$ cat config.mk
export PLATFORM = sky130hd
export DESIGN_NAME = overwrite_byte_ring_log_top
export DESIGN_NICKNAME = d
export VERILOG_FILES = /design/src/obrl_pkg.sv /design/src/obrl_ram.sv /design/src/overwrite_byte_ring_log_top.sv
export SDC_FILE = /design/constraint.sdc
export NUM_CORES = 1
export LEC_CHECK = 0
export CAP_MARGIN = 0
export CORE_ASPECT_RATIO = 0.75
export CORE_MARGIN = 4
export CORE_UTILIZATION = 51
export CTS_BUF_LIST = sky130_fd_sc_hd__clkbuf_4
export DETAILED_ROUTE_END_ITERATION = 6
export DONT_BUFFER_PORTS = 1
export GPL_ROUTABILITY_DRIVEN = 0
export MAX_ROUTING_LAYER = met4
export PLACE_DENSITY = 0.81
export SYNTH_ARGS = -nofsm -noshare
export SYNTH_HDL_FRONTEND = slang
export SYNTH_HIERARCHICAL = 1
export SYNTH_SLANG_ARGS = --single-unit
$ cat constraint.sdc
create_clock -name clk -period 6.8 [get_ports clk]
set_clock_uncertainty 0.2 [all_clocks]
set_input_delay 1.02 -clock clk [delete_from_list [all_inputs] [get_ports clk]]
set_output_delay 1.02 -clock clk [all_outputs]
set_load 0.005 [all_outputs]
$ cat src/obrl_pkg.sv
// Shared types and constants of the overwrite byte ring log.
`timescale 1ns / 1ps
`default_nettype none

package obrl_pkg;

	localparam int DEPTH  = 64;
	localparam int ADDR_W = $clog2(DEPTH);
	localparam int CNT_W  = 7;

	localparam logic [CNT_W-1:0] SIZE_MAX   = CNT_W'(DEPTH);
	localparam logic [CNT_W-1:0] SIZE_RESET = 7'd64;

	typedef logic [ADDR_W-1:0] addr_t;
	typedef logic [CNT_W-1:0]  count_t;

	typedef enum logic [1:0] {
		ACT_APPEND = 2'd0,
		ACT_READ   = 2'd1,
		ACT_CLEAR  = 2'd2,
		ACT_NOP    = 2'd3
	} action_t;

	typedef struct packed {
		logic [1:0] action;
		logic [7:0] data_byte;
		logic [6:0] read_count;
	} req_t;

	typedef struct packed {
		logic [7:0] out_byte;
		logic       is_last;
		logic       none_stored;
	} rsp_t;

endpackage

`default_nettype wire

$ cat src/obrl_ram.sv
// Byte store of the ring: one write port, one read port, registered read data.
`timescale 1ns / 1ps
`default_nettype none

module obrl_ram (
	input  wire logic          clk,
	input  wire logic          wr_en,
	input  wire obrl_pkg::addr_t wr_addr,
	input  wire logic [7:0]    wr_data,
	input  wire logic          rd_en,
	input  wire obrl_pkg::addr_t rd_addr,
	output logic [7:0]         rd_data
);

	logic [7:0] mem [obrl_pkg::DEPTH];

	// write one byte
	always_ff @(posedge clk) begin
		if (wr_en) begin
			mem[wr_addr] <= wr_data;
		end
	end

	// registered read of one byte
	always_ff @(posedge clk) begin
		if (rd_en) begin
			rd_data <= mem[rd_addr];
		end
	end

endmodule

`default_nettype wire

$ cat src/overwrite_byte_ring_log_top.sv
// Top level of the overwrite byte ring log: control, head/count state, output queue.
// Append, clear and no-op items can come every cycle while req_ready is high. A read of
// n stored bytes issues one store read per cycle while the output queue has room and
// stays busy until all n are issued; each byte passes the store's read register, then
// the output queue. The single store read port sets the one-byte-per-cycle rate.
// Reset (arst_n low) empties the ring and the output queue and sets ring_size to 64.
`timescale 1ns / 1ps
`default_nettype none

module overwrite_byte_ring_log_top (
	input  wire logic            clk,
	input  wire logic            arst_n,
	input  wire logic            req_valid,
	output logic                 req_ready,
	input  wire obrl_pkg::req_t  req,
	output logic                 rsp_valid,
	input  wire logic            rsp_ready,
	output obrl_pkg::rsp_t       rsp,
	input  wire logic            cfg_valid,
	output logic                 cfg_ready,
	input  wire logic [6:0]      cfg_data
);

	typedef enum logic {ST_IDLE, ST_READ} state_t;

	state_t            state_q;
	obrl_pkg::count_t  ring_size_q;
	obrl_pkg::addr_t   head_q;
	obrl_pkg::count_t  held_q;
	obrl_pkg::addr_t   pos_q;
	obrl_pkg::count_t  remain_q;

	logic              valid_s1;
	logic              last_s1;
	logic              empty_s1;

	obrl_pkg::rsp_t    fifo0_q;
	obrl_pkg::rsp_t    fifo1_q;
	logic [1:0]        occ_q;

	obrl_pkg::count_t  size;
	obrl_pkg::count_t  head_eff;
	obrl_pkg::count_t  held_eff;
	obrl_pkg::count_t  head_inc;
	obrl_pkg::count_t  cnt_sat;
	obrl_pkg::count_t  n_rd;
	obrl_pkg::count_t  start_sum;
	obrl_pkg::count_t  start_pos;
	obrl_pkg::count_t  pos_inc;
	logic              req_xfer;
	logic              pop;
	logic              push;
	logic              issue_ok;
	logic              rd_issue;
	logic              empty_issue;
	logic              wr_en;
	logic [7:0]        rd_data;
	obrl_pkg::rsp_t    push_data;
	obrl_pkg::action_t act;

	assign act = obrl_pkg::action_t'(req.action);

	// clamp size, head and count to the configured ring
	always_comb begin
		if (ring_size_q == '0) begin
			size = obrl_pkg::count_t'(1);
		end else if (ring_size_q > obrl_pkg::SIZE_MAX) begin
			size = obrl_pkg::SIZE_MAX;
		end else begin
			size = ring_size_q;
		end
		head_eff = ({1'b0, head_q} < size) ? {1'b0, head_q} : '0;
		held_eff = (held_q > size) ? size : held_q;
		head_inc = head_eff + obrl_pkg::count_t'(1);
		cnt_sat  = (req.read_count > obrl_pkg::SIZE_MAX) ? obrl_pkg::SIZE_MAX
		                                                  : req.read_count;
		n_rd      = (held_eff < cnt_sat) ? held_eff : cnt_sat;
		start_sum = head_eff + size - n_rd;
		start_pos = (start_sum >= size) ? start_sum - size : start_sum;
		pos_inc   = {1'b0, pos_q} + obrl_pkg::count_t'(1);
	end

	// allow a new store read only if its byte will find queue space
	assign pop      = rsp_valid && rsp_ready;
	assign issue_ok = ({1'b0, occ_q} + {2'b00, valid_s1}) <= ({2'b00, pop} + 3'd1);
	assign req_ready = (state_q == ST_IDLE) && issue_ok;
	assign req_xfer  = req_valid && req_ready;
	assign cfg_ready = 1'b1;

	assign wr_en       = req_xfer && (act == obrl_pkg::ACT_APPEND);
	assign rd_issue    = (state_q == ST_READ) && issue_ok;
	assign empty_issue = req_xfer && (act == obrl_pkg::ACT_READ) && (n_rd == '0);

	obrl_ram u_ram (
		.clk     (clk),
		.wr_en   (wr_en),
		.wr_addr (head_eff[obrl_pkg::ADDR_W-1:0]),
		.wr_data (req.data_byte),
		.rd_en   (rd_issue),
		.rd_addr (pos_q),
		.rd_data (rd_data)
	);

	// hold the ring size register
	always_ff @(posedge clk or negedge arst_n) begin
		if (!arst_n) begin
			ring_size_q <= obrl_pkg::SIZE_RESET;
		end else if (cfg_valid && cfg_ready) begin
			ring_size_q <= cfg_data;
		end
	end

	// sequence items: update head and count, walk read runs
	always_ff @(posedge clk or negedge arst_n) begin
		if (!arst_n) begin
			state_q  <= ST_IDLE;
			head_q   <= '0;
			held_q   <= '0;
			pos_q    <= '0;
			remain_q <= '0;
		end else begin
			case (state_q)
				ST_IDLE: begin
					if (req_xfer) begin
						case (act)
							obrl_pkg::ACT_APPEND: begin
								head_q <= (head_inc >= size) ? '0
								          : head_inc[obrl_pkg::ADDR_W-1:0];
								held_q <= (held_eff < size) ? held_eff + obrl_pkg::count_t'(1)
								          : held_eff;
							end
							obrl_pkg::ACT_CLEAR: begin
								head_q <= '0;
								held_q <= '0;
							end
							obrl_pkg::ACT_READ: begin
								if (n_rd != '0) begin
									pos_q    <= start_pos[obrl_pkg::ADDR_W-1:0];
									remain_q <= n_rd;
									state_q  <= ST_READ;
								end
							end
							default: begin
							end
						endcase
					end
				end
				ST_READ: begin
					if (rd_issue) begin
						pos_q    <= (pos_inc >= size) ? '0 : pos_inc[obrl_pkg::ADDR_W-1:0];
						remain_q <= remain_q - obrl_pkg::count_t'(1);
						if (remain_q == obrl_pkg::count_t'(1)) begin
							state_q <= ST_IDLE;
						end
					end
				end
				default: begin
					state_q <= ST_IDLE;
				end
			endcase
		end
	end

	// track the store read in flight
	always_ff @(posedge clk or negedge arst_n) begin
		if (!arst_n) begin
			valid_s1 <= 1'b0;
			last_s1  <= 1'b0;
			empty_s1 <= 1'b0;
		end else begin
			valid_s1 <= rd_issue || empty_issue;
			last_s1  <= empty_issue || (remain_q == obrl_pkg::count_t'(1));
			empty_s1 <= empty_issue;
		end
	end

	assign push                  = valid_s1;
	assign push_data.out_byte    = empty_s1 ? 8'd0 : rd_data;
	assign push_data.is_last     = last_s1;
	assign push_data.none_stored = empty_s1;

	// two-entry output queue
	always_ff @(posedge clk or negedge arst_n) begin
		if (!arst_n) begin
			occ_q <= '0;
		end else begin
			case ({push, pop})
				2'b10:   occ_q <= occ_q + 2'd1;
				2'b01:   occ_q <= occ_q - 2'd1;
				default: occ_q <= occ_q;
			endcase
		end
	end

	always_ff @(posedge clk) begin
		case ({push, pop})
			2'b10: begin
				if (occ_q == 2'd0) begin
					fifo0_q <= push_data;
				end else begin
					fifo1_q <= push_data;
				end
			end
			2'b01: begin
				fifo0_q <= fifo1_q;
			end
			2'b11: begin
				if (occ_q == 2'd1) begin
					fifo0_q <= push_data;
				end else begin
					fifo0_q <= fifo1_q;
					fifo1_q <= push_data;
				end
			end
			default: begin
			end
		endcase
	end

	assign rsp_valid = (occ_q != 2'd0);
	assign rsp       = fifo0_q;

endmodule

`default_nettype wire

Yosys cells after proc, flatten, opt, wreduce, memory -nomap -nowiden
Memory sizes are Yosys's and may differ from the RTL's. A register that Yosys moved wholly into a read port is not among the register bits.
Index checks and enable logic that the tools add are counted.
{ "word_totals": {"register_bits": 59, "ram_bits": 512, "elab_cells": 114, "mem_count": 1} }
{ "mem_list": {"columns": ["name", "depth", "word_bits", "rd", "rd_ports_with_merged_regs", "wr", "line", "text"], "rows": [
  ["u_ram.mem", 64, 8, 1, 1, 1, "obrl_ram.sv:15", "logic [7:0] mem [obrl_pkg::DEPTH];"]
]} }
{ "classes": {"n_addsub": 11, "n_lt_le_gt_ge": 10, "n_eq_ne": 14, "mux": 38, "bitwise_logic": 1, "reduce_logical": 23} }
{ "ops": {"columns": ["cell", "count"], "rows": [
  ["$mux W7", 10],
  ["$mux W6", 8],
  ["$mux W10", 4],
  ["$pmux W10 S3", 1],
  ["$pmux W7 S2", 2],
  ["$pmux W6 S2", 2],
  ["$ge A7 B7 Y1", 3],
  ["$pmux W10 S2", 1],
  ["$add A6 B1 Y7 const B", 2],
  ["$gt A7 B7 Y1 const B", 2],
  ["$logic_not A7 Y1", 2],
  ["$lt A7 B7 Y1", 2],
  ["$mux W8", 1],
  ["$ne A2 B2 Y1 const B", 4],
  ["$reduce_bool A2 Y1", 4],
  ["$add A6 B7 Y7", 1],
  ["$add A7 B1 Y7 const B", 1],
  ["$eq A7 B1 Y1 const B", 1],
  ["$gt A7 B7 Y1", 1],
  ["$logic_and A1 B1 Y1", 7],
  ["$lt A6 B7 Y1", 1],
  ["$mux W1", 7],
  ["$reduce_bool A7 Y1", 1],
  ["$sub A7 B1 Y7 const B", 1],
  ["other kinds (19)", 28]
]} }

Depth between registers and ports, before layout
Gate-level depths: netlist of run 1.
{ "logic_depth": {"ltp_word": 14, "ltp_mapped": 35, "depth_no_buf": 33} }

Cells and area by module
Netlist of run 1, hierarchy kept.
{ "modules_own_cells": {"columns": ["mod", "instances", "cells_per_inst", "area_per_inst_um2", "seq_area_each_um2"], "rows": [
  ["obrl_ram", 1, 940, 20246.9, 15615.0],
  ["overwrite_byte_ring_log_top", 1, 546, 5205.0, 1577.8]
]} }

Worst setup path before layout of run 1
Ideal clock, no wire load.
{ "synth_path": {"kind": "register -> register", "from": "register ring_size_q[6]", "to": "register pos_q[2]", "setup_ns": 0.121, "arrival_time_ns": 7.134, "t_required_ns": 6.479, "setup_slack_ns": -0.655, "path_stages_with_launch": 32, "synth_period_minus_slack_ns": 7.455, "cell_sequence": "dfstp_2 > buf_2 > clkinv_1 > nand2_1 > ha_1 > a21oi_1 > o21ai_1 > o21ai_4 > mux2_2 > inv_1 > ha_1 > a21oi_2 > o21ai_2 > a2111o_1 > o31ai_4 > mux2i_1 > fa_1 > inv_1 > fa_1 > a21o_1 > a21oi_1 > o21bai_1 > a21oi_1 > xnor2_1 > xnor2_1 > ha_1 > or2_2 > o31a_1 > buf_2 > mux2i_1 > o32ai_1 > a22o_1"} }
{ "synth_via": {"elab_chain_cells": 14, "word_cells_on_any_way": 25, "classes_between": "add/sub: 3; order compare: 6; eq/ne: 1; mux: 12; reduce/logical: 3"} }
{ "synth_lines": {"columns": ["element", "line", "text"], "rows": [
  ["from (decl)", "overwrite_byte_ring_log_top.sv:27", "obrl_pkg::count_t ring_size_q;"],
  ["from (signal assigned)", "overwrite_byte_ring_log_top.sv:107", "ring_size_q <= obrl_pkg::SIZE_RESET;"],
  ["from (signal assigned)", "overwrite_byte_ring_log_top.sv:109", "ring_size_q <= cfg_data;"],
  ["$gt A7 B7 Y1", "overwrite_byte_ring_log_top.sv:67", "end else if (ring_size_q > obrl_pkg::SIZE_MAX) begin"],
  ["$mux W7", "overwrite_byte_ring_log_top.sv:67", null],
  ["$mux W7 (*)", "overwrite_byte_ring_log_top.sv:65", "if (ring_size_q == '0) begin"],
  ["$gt A7 B7 Y1", "overwrite_byte_ring_log_top.sv:73", "held_eff = (held_q > size) ? size : held_q;"],
  ["$mux W7", "overwrite_byte_ring_log_top.sv:73", null],
  ["$lt A7 B7 Y1", "overwrite_byte_ring_log_top.sv:77", "n_rd = (held_eff < cnt_sat) ? held_eff : cnt_sat;"],
  ["$mux W7", "overwrite_byte_ring_log_top.sv:77", null],
  ["$sub A7 B7 Y7", "overwrite_byte_ring_log_top.sv:78", "start_sum = head_eff + size - n_rd;"],
  ["$sub A6 B6 Y6 / $ge A7 B7 Y1 (equally long branches)", "overwrite_byte_ring_log_top.sv:79", "start_pos = (start_sum >= size) ? start_sum - size : start_sum;"],
  ["$mux W6", "overwrite_byte_ring_log_top.sv:79", null],
  ["$mux W6", "overwrite_byte_ring_log_top.sv:137", "if (n_rd != '0) begin"],
  ["$mux W6", "overwrite_byte_ring_log_top.sv:125", "case (act)"],
  ["$mux W6", "overwrite_byte_ring_log_top.sv:124", "if (req_xfer) begin"],
  ["$pmux W6 S2", "overwrite_byte_ring_log_top.sv:122", "case (state_q)"],
  ["to (signal assigned)", "overwrite_byte_ring_log_top.sv:138", "pos_q <= start_pos[obrl_pkg::ADDR_W-1:0];"],
  ["to (signal assigned)", "overwrite_byte_ring_log_top.sv:150", "pos_q <= (pos_inc >= size) ? '0 : pos_inc[obrl_pkg::ADDR_W-1:0];"],
  ["to (decl)", "overwrite_byte_ring_log_top.sv:30", "obrl_pkg::addr_t pos_q;"]
]} }
Mark *: on every way between the ends. The rest lies on a longest branch, timed or not. The select of a mux whose other input is x is not followed.
A chain may end at the register's enable or synchronous reset.

Worst setup path in the final report of run 1
Same ends and word-level chain as after synthesis.

==> results of run 1 <==
[flip-flops by register name (all words and copies together), names as in the netlist]
register,flops
held_q,7
ring_size_q,7
push,1
empty_s1,1
u_ram/mem,512
pos_q,6
last_s1,1
remain_q,7
occ_q,2
head_q,6
u_ram/rd_data,8
fifo1_q,10
state_q,1
rsp,10
[synth_stat cells, drive strengths merged, types with 12 or more instances]
library cell,instances
a21oi,37
nor2b,27
nand3,28
nand2b,12
ha,64
dfrtp,38
mux2i,42
nand2,63
nor3,18
clkbuf,21
xnor2,17
inv,54
a22o,12
nor2,106
a22oi,14
mux4,126
edfxtp,540
mux2,22
buf,39
o21ai,41
[cell type report]
cell class,count,area [µm²],share of cell area (%)
antenna,3,7.51,0.0261
clock buffer,185,1390,4.82
clock inverter,55,348,1.21
inverter,57,221,0.769
multi-input combinational,790,7980,27.7
sequential,579,17200,59.8
tap,648,811,2.82
timing repair buffer,94,825,2.86
[critical path, delay by kind of cell, from the launching register on]
family / cells / cell delay, ns
compound gates: 11 / 2.35
xor+xnor: 1 / 0.11
fa+ha+maj: 5 / 1.29
buf+inv: 6 / 0.70
flops: 1 / 0.61
mux: 4 / 0.96
simple gates: 4 / 0.57
[cells by family (layout without fill, tap and decap cells)]
kind of cell    Yosys count  after routing  share of synthesized area (%)
flops                   579            579                           67.5
other cells               1              4                         0.0147
fa+ha+maj                72             72                           3.78
simple gates            295            295                           5.58
xor+xnor                 23             23                          0.791
compound gates          209            209                           6.23
buf+inv                 117            391                           2.27
mux                     190            190                           13.8
[routing by layer]
metal,vias to the layer above,track usage [%],part of all wire [%]
met5,-,-,0
met4,0,7.11,2.7
li1,6416,-,-
met2,1045,31.7,45
met1,7665,32.3,39
met3,150,7.14,13
[metrics by stage]
| stage | worst slack, ns | area, µm² | hold WS [ns] |
|---|---|---|---|
| after floorplan | 0.00792 | 25500 | 0.247 |
| after global placement | 0.0529 | 26300 | 0.299 |
| after detailed placement | -0.267 | 26300 | 0.305 |
| after CTS | -0.0891 | 28300 | 0.0000402 |
| after global routing | -0.451 | 28800 | 0.000846 |
| final | -0.0965 | 28800 | 0.0759 |
[what timing repair did]
| action | 4_1_cts | 5_1_grt |
|---|---|---|
| pin swaps | 34 | 36 |
| buffers inserted | 15 | 18 |
| hold buffers | 10 | 14 |
| endpoints found under the hold margin | 57 | 118 |
| gates resized for setup | 18 | 28 |
| gates cloned | 0 | 0 |
| endpoints found under the setup margin | 5 | 6 |
[worst paths after layout]
check	endpoint	depth (start not counted)	slack [ns]	start
worst max register to register	pos_q[2]$_DFFE_PN0P_	31	-0.1	ring_size_q[6]$_DFFE_PN1P_
worst min register to register	ring_size_q[0]$_DFFE_PN0P_	1	0.32	ring_size_q[0]$_DFFE_PN0P_
worst min-delay path	ring_size_q[6]$_DFFE_PN1P_	2	0.08	cfg_valid
min in group asynchronous	held_q[6]$_DFFE_PN0P_	2	0.41	arst_n
max in group asynchronous	ring_size_q[6]$_DFFE_PN1P_	2	5.72	arst_n
worst max-delay path	pos_q[2]$_DFFE_PN0P_	31	-0.1	ring_size_q[6]$_DFFE_PN1P_
[report_power, final]
part / internal (W) / switching (W)
sequential: 0.00415 / 0.000347
clock: 0.00143 / 0.00138
combinational: 0.00327 / 0.00351
total: 0.00885 / 0.00523
[cells in the final DEF, fill, tap and decap left out, types with 5 or more instances in the layout]
cell type / instances
o2111ai_1: 6
a21oi_1: 24
clkinvlp_4: 5
o21a_1: 10
a211oi_1: 5
o221a_2: 5
dfrtp_1: 34
xnor2_1: 16
nand2_1: 61
clkbuf_4: 185
buf_6: 7
nand3b_1: 6
clkinv_1: 41
mux2_2: 19
nor3_1: 17
ha_4: 11
a21o_1: 8
xor2_1: 6
nand4_1: 5
a22oi_1: 14
nor2b_1: 27
fa_1: 7
inv_1: 49
ha_1: 51
a21oi_2: 10
dlygate4sd3_1: 22
nor2_1: 106
o21ai_1: 5
a221oi_1: 6
o221ai_1: 10
nand3_1: 26
o21ai_0: 32
mux4_2: 126
edfxtp_1: 540
a22o_1: 12
buf_4: 62
o22ai_1: 8
nand2b_1: 12
inv_2: 6
mux2i_1: 37
==> results_dict.tcl, run 1 <==
set metrics [dict create \
    die_area_mm2 0.0536 \
    die_h_um 201 \
    drive_gt1_share_pct 28.5 \
    critPathMaxStageDelay_ns 0.61 \
    synthArstFlopShare_pct 6.74 \
    dr.pass1.iters 5 \
    cpMaxStageDelayCell "dfstp_2" \
    grt.overflow.total 0 \
    dp_hpwl_um 35000 \
    hold_class "in -> reg" \
    area_growth_pct 13.1 \
    die_w_um 266 \
    violations "setup timing" \
    total_power_w 0.0141 \
    maxCapViolations 0 \
    rsz0062_at_grt "yes" \
    num_rows 70 \
    path_class "reg -> reg" \
    routed_via_density 6.34 \
    outcome "complete, but fails checks" \
    drc 0 \
    placed_cells_incl_taps 2111 \
    cts_root_buf "clkbuf_4" \
    cp_data_arrival_time_ns 7.43 \
    critical_path_required_ns 7.34 \
    wl_um 60900 \
    setup_slack_ns -0.0965 \
    synth_cells 1486 \
    crit_fanout 7 \
    leakage_nw 9.78 \
    io_buffers 0 \
    worstSetupEndpointType "flop" \
    worstMarginPinSlew_ns 1.22 \
    synth_edf_count 540 \
    clk_pin_slew_ns 0.07 \
    h-tree-depth 4 \
    grt_start_max_net_pins 104 \
    final_hold_viol_count 0 \
    synth_top_area_cell "edfxtp_1" \
    peakVddDrop_mv 0.728 \
    ios 42 \
    relSlewSlack_pct 17.7 \
    avgSynthCellArea_um2 17.1 \
    grt_pass1_vias 15300 \
    synth_fp_nets 1587 \
    period_share_pct 101 \
    cp-start-kind "flop" \
    yosysSeqAreaShare_pct 67.5 \
    n_fill_cell 3510 \
    fin_util_pct 58.7 \
    drtIter0Drc 1902 \
    synth_top_area_share_pct 63.7 \
    wl_per_cell_um 25.3 \
    cts_buffer_depth 3 \
    grt_pass1_wl_um 90400 \
    ys_types 87 \
    via_count 15300 \
    synth_area_mm2 0.0255 \
    fmax_ghz 0.145 \
    ys_ff_latch 579 \
    maxSlewViolCount 0 \
    cts.sinks 579 \
    synthTopCellsByArea "edfxtp_1 (64%), mux4_2 (11%), dfrtp_1 (3.7%), ha_1 (3.1%), mux2i_1 (1.7%)" \
    clk_latency_ns 0.87 \
    grt.total_usage_pct 22.7 \
    antenna_found_initial 1 \
    cts_tree "done" \
    core-area_mm2 0.0490 \
    p_per_area_mw_per_mm2 489 \
    initial_utilization_pct 51.9 \
    synth_flop_cell "edfxtp_1" \
    setup_tns_ns -0.203 \
    finalSetupViolCount 3 \
    ant_nets 0 \
    yosys_warnings 6 \
    cts_buffers 138 \
    nets 1761 \
    fin_crit_ns 6.90 \
    fin_cells 2411 \
]
Power figures use the tool's default switching activity.
==> run 2: changes to the inputs <==
--- a/config.mk
+++ b/config.mk
@@ -14,7 +14,7 @@
 export DONT_BUFFER_PORTS = 1
 export GPL_ROUTABILITY_DRIVEN = 0
 export MAX_ROUTING_LAYER = met4
-export PLACE_DENSITY = 0.81
+export PLACE_DENSITY = 0.78
 export SYNTH_ARGS = -nofsm -noshare
 export SYNTH_HDL_FRONTEND = slang
 export SYNTH_HIERARCHICAL = 1
==> constraint.sdc (replaced) <==
create_clock -name clk -period 7.19 [get_ports clk]
set_clock_uncertainty 0.2 [all_clocks]
set_input_delay 1.0785 -clock clk [delete_from_list [all_inputs] [get_ports clk]]
set_output_delay 1.0785 -clock clk [all_outputs]
set_load 0.005 [all_outputs]
==> run 2 against run 1 <==
The flow now finishes without violations. Clock-buffer cell count increased by 16. Register-to-register slack improved by 0.29 ns. Power decreased by 10%. Cell count decreased by 2.4%. Worst setup slack improved by 0.29 ns. Sequential cell count unchanged. Sequential power decreased by 5.1%. Die area unchanged. Cell area decreased by 2.1%. Core utilization decreased by 1.2 points. Clock power decreased by 8.6%. Critical endpoint unchanged. Largest cell class unchanged. Highest routed layer unchanged.
==> results_dict.tcl, run 2 (synthesized netlist as in run 1, its figures left out) <==
set metrics [dict create \
    outcome "finished, final reports clean" \
    die_h_um 201 \
    wl_per_cell_um 24.3 \
    finalSetupViolCount 0 \
    dp_slack_ns -0.0830 \
    die_w_um 266 \
    num_rows 70 \
    maxSlewViolCount 0 \
    hold_class "in -> reg" \
    p_per_area_mw_per_mm2 447 \
    dp_hpwl_um 34800 \
    cp_data_arrival_time_ns 7.52 \
    layout_commonest_cell "edfxtp_1" \
    initial_utilization_pct 51.9 \
    n_fill_cell 3575 \
    critical_path_required_ns 7.71 \
    path_class "reg -> reg" \
    routed_via_density 6.23 \
    whs_ns 0.120 \
    relSlewSlack_pct 28.6 \
    ant_nets 0 \
    clk_latency_ns 0.86 \
    worstMarginPinSlew_ns 1.07 \
    ios 42 \
    crit_fanout 7 \
    nets 1711 \
    grt.total_usage_pct 22.0 \
    setup_tns_ns 0 \
    multi_input_area_mm2 0.00790 \
    die_area_mm2 0.0536 \
    cpMaxStageDelayCell "fa_1" \
    clk_pin_slew_ns 0.07 \
    worstSetupEndpointType "flop" \
    via_count 14600 \
    grt_pass1_vias 14600 \
    area_growth_pct 10.7 \
    wl_um 57200 \
    seqCellArea_mm2 0.0172 \
    cts.sinks 579 \
    drive_gt1_share_pct 28.3 \
    grt_pass1_wl_um 87400 \
    dr.pass1.iters 5 \
    critPathMaxStageDelay_ns 0.45 \
    fin_util_pct 57.5 \
    peakVddDrop_mv 0.526 \
    largest_register_ffs 512 \
    fmax_ghz 0.143 \
    final_hold_viol_count 0 \
    io_buffers 0 \
    setup_slack_ns 0.194 \
    fin_crit_ns 7.00 \
    antenna_found_initial 2 \
    period_share_pct 97.3 \
    cts_buffers 139 \
    drc 0 \
    drtIter0Drc 2100 \
    cp-start-kind "flop" \
    cts_root_buf "clkbuf_4" \
    regMostFlops "u_ram/mem" \
    cts_tree "done" \
    grt_start_max_net_pins 66 \
    final_cell_mix "edfxtp_1 (540), clkbuf_4 (201), mux4_2 (126)" \
    maxCapViolations 0 \
    h-tree-depth 4 \
    cts_buffer_depth 3 \
    leakage_nw 9.54 \
    core-area_mm2 0.0490 \
    total_power_w 0.0126 \
    grt.overflow.total 0 \
]
[run 2: final cells by class]
type                       count  area share [%]
antenna                        2          0.0178
sequential                   579            61.1
multi-input combinational    790            28.0
tap                          648            2.88
clock inverter                32           0.586
clock buffer                 201            5.35
timing repair buffer          43            1.31
inverter                      57           0.777
[run 2: report_power, final]
group	switching (W)	total (W)	internal (W)
clock	0.00125	0.00256	0.00131
sequential	0.000345	0.00427	0.00392
combinational	0.00307	0.00577	0.00270
[run 2: worst max-delay path: cells and delay by family (launching register included)]
family / cells / cell delay (ns)
XOR/XNOR: 1 / 0.11
buffers and inverters: 4 / 0.43
AO/OA/AOI/OAI: 12 / 2.34
AND/OR/NAND/NOR: 4 / 0.75
adder cells (fa/ha/maj): 5 / 1.53
multiplexers: 4 / 1.07
flip-flops: 1 / 0.43
[run 2: worst paths after layout]
| check | startpoint | endpoint | slack (ns) | cells after the start |
|---|---|---|---|---|
| max in group asynchronous | arst_n | ring_size_q[6]$_DFFE_PN1P_ | 5.96 | 2 |
| hold / removal | req[16] | held_q[6]$_DFFE_PN0P_ | 0.12 | 1 |
| setup / recovery | ring_size_q[6]$_DFFE_PN1P_ | pos_q[2]$_DFFE_PN0P_ | 0.19 | 30 |
| setup reg to reg | ring_size_q[6]$_DFFE_PN1P_ | pos_q[2]$_DFFE_PN0P_ | 0.19 | 30 |
| min in group asynchronous | arst_n | held_q[0]$_DFFE_PN0P_ | 0.54 | 2 |
| hold reg to reg | last_s1$_DFF_PN0_ | fifo1_q[1]$_DFFE_PP_ | 0.30 | 0 |
[run 2: routing by layer]
metal | track usage [%] | wire length [µm] | up-vias
met5 | - | 0 | -
met3 | 6.32 | 6540 | 124
met1 | 32.1 | 23800 | 7405
li1 | - | - | 6277
met4 | 5.80 | 1180 | 0
met2 | 30.7 | 25600 | 840
[run 2: per-stage QoR]
stage	std cells	instance area (µm²)
CTS	2336	27900
global placement	2100	26100
global route	2352	28200
floorplan	1486	25500
detailed placement	2100	26100
finish	2352	28200
[run 2: repair_timing]
| item | 4_1_cts | 5_1_grt |
|---|---|---|
| endpoints found under the hold margin | 39 | 0 |
| resized for setup | 4 | 43 |
| hold buffers | 2 | 0 |
| setup endpoints to repair | 3 | 6 |
| pin swaps | 1 | 24 |
| setup buffers | 1 | 14 |
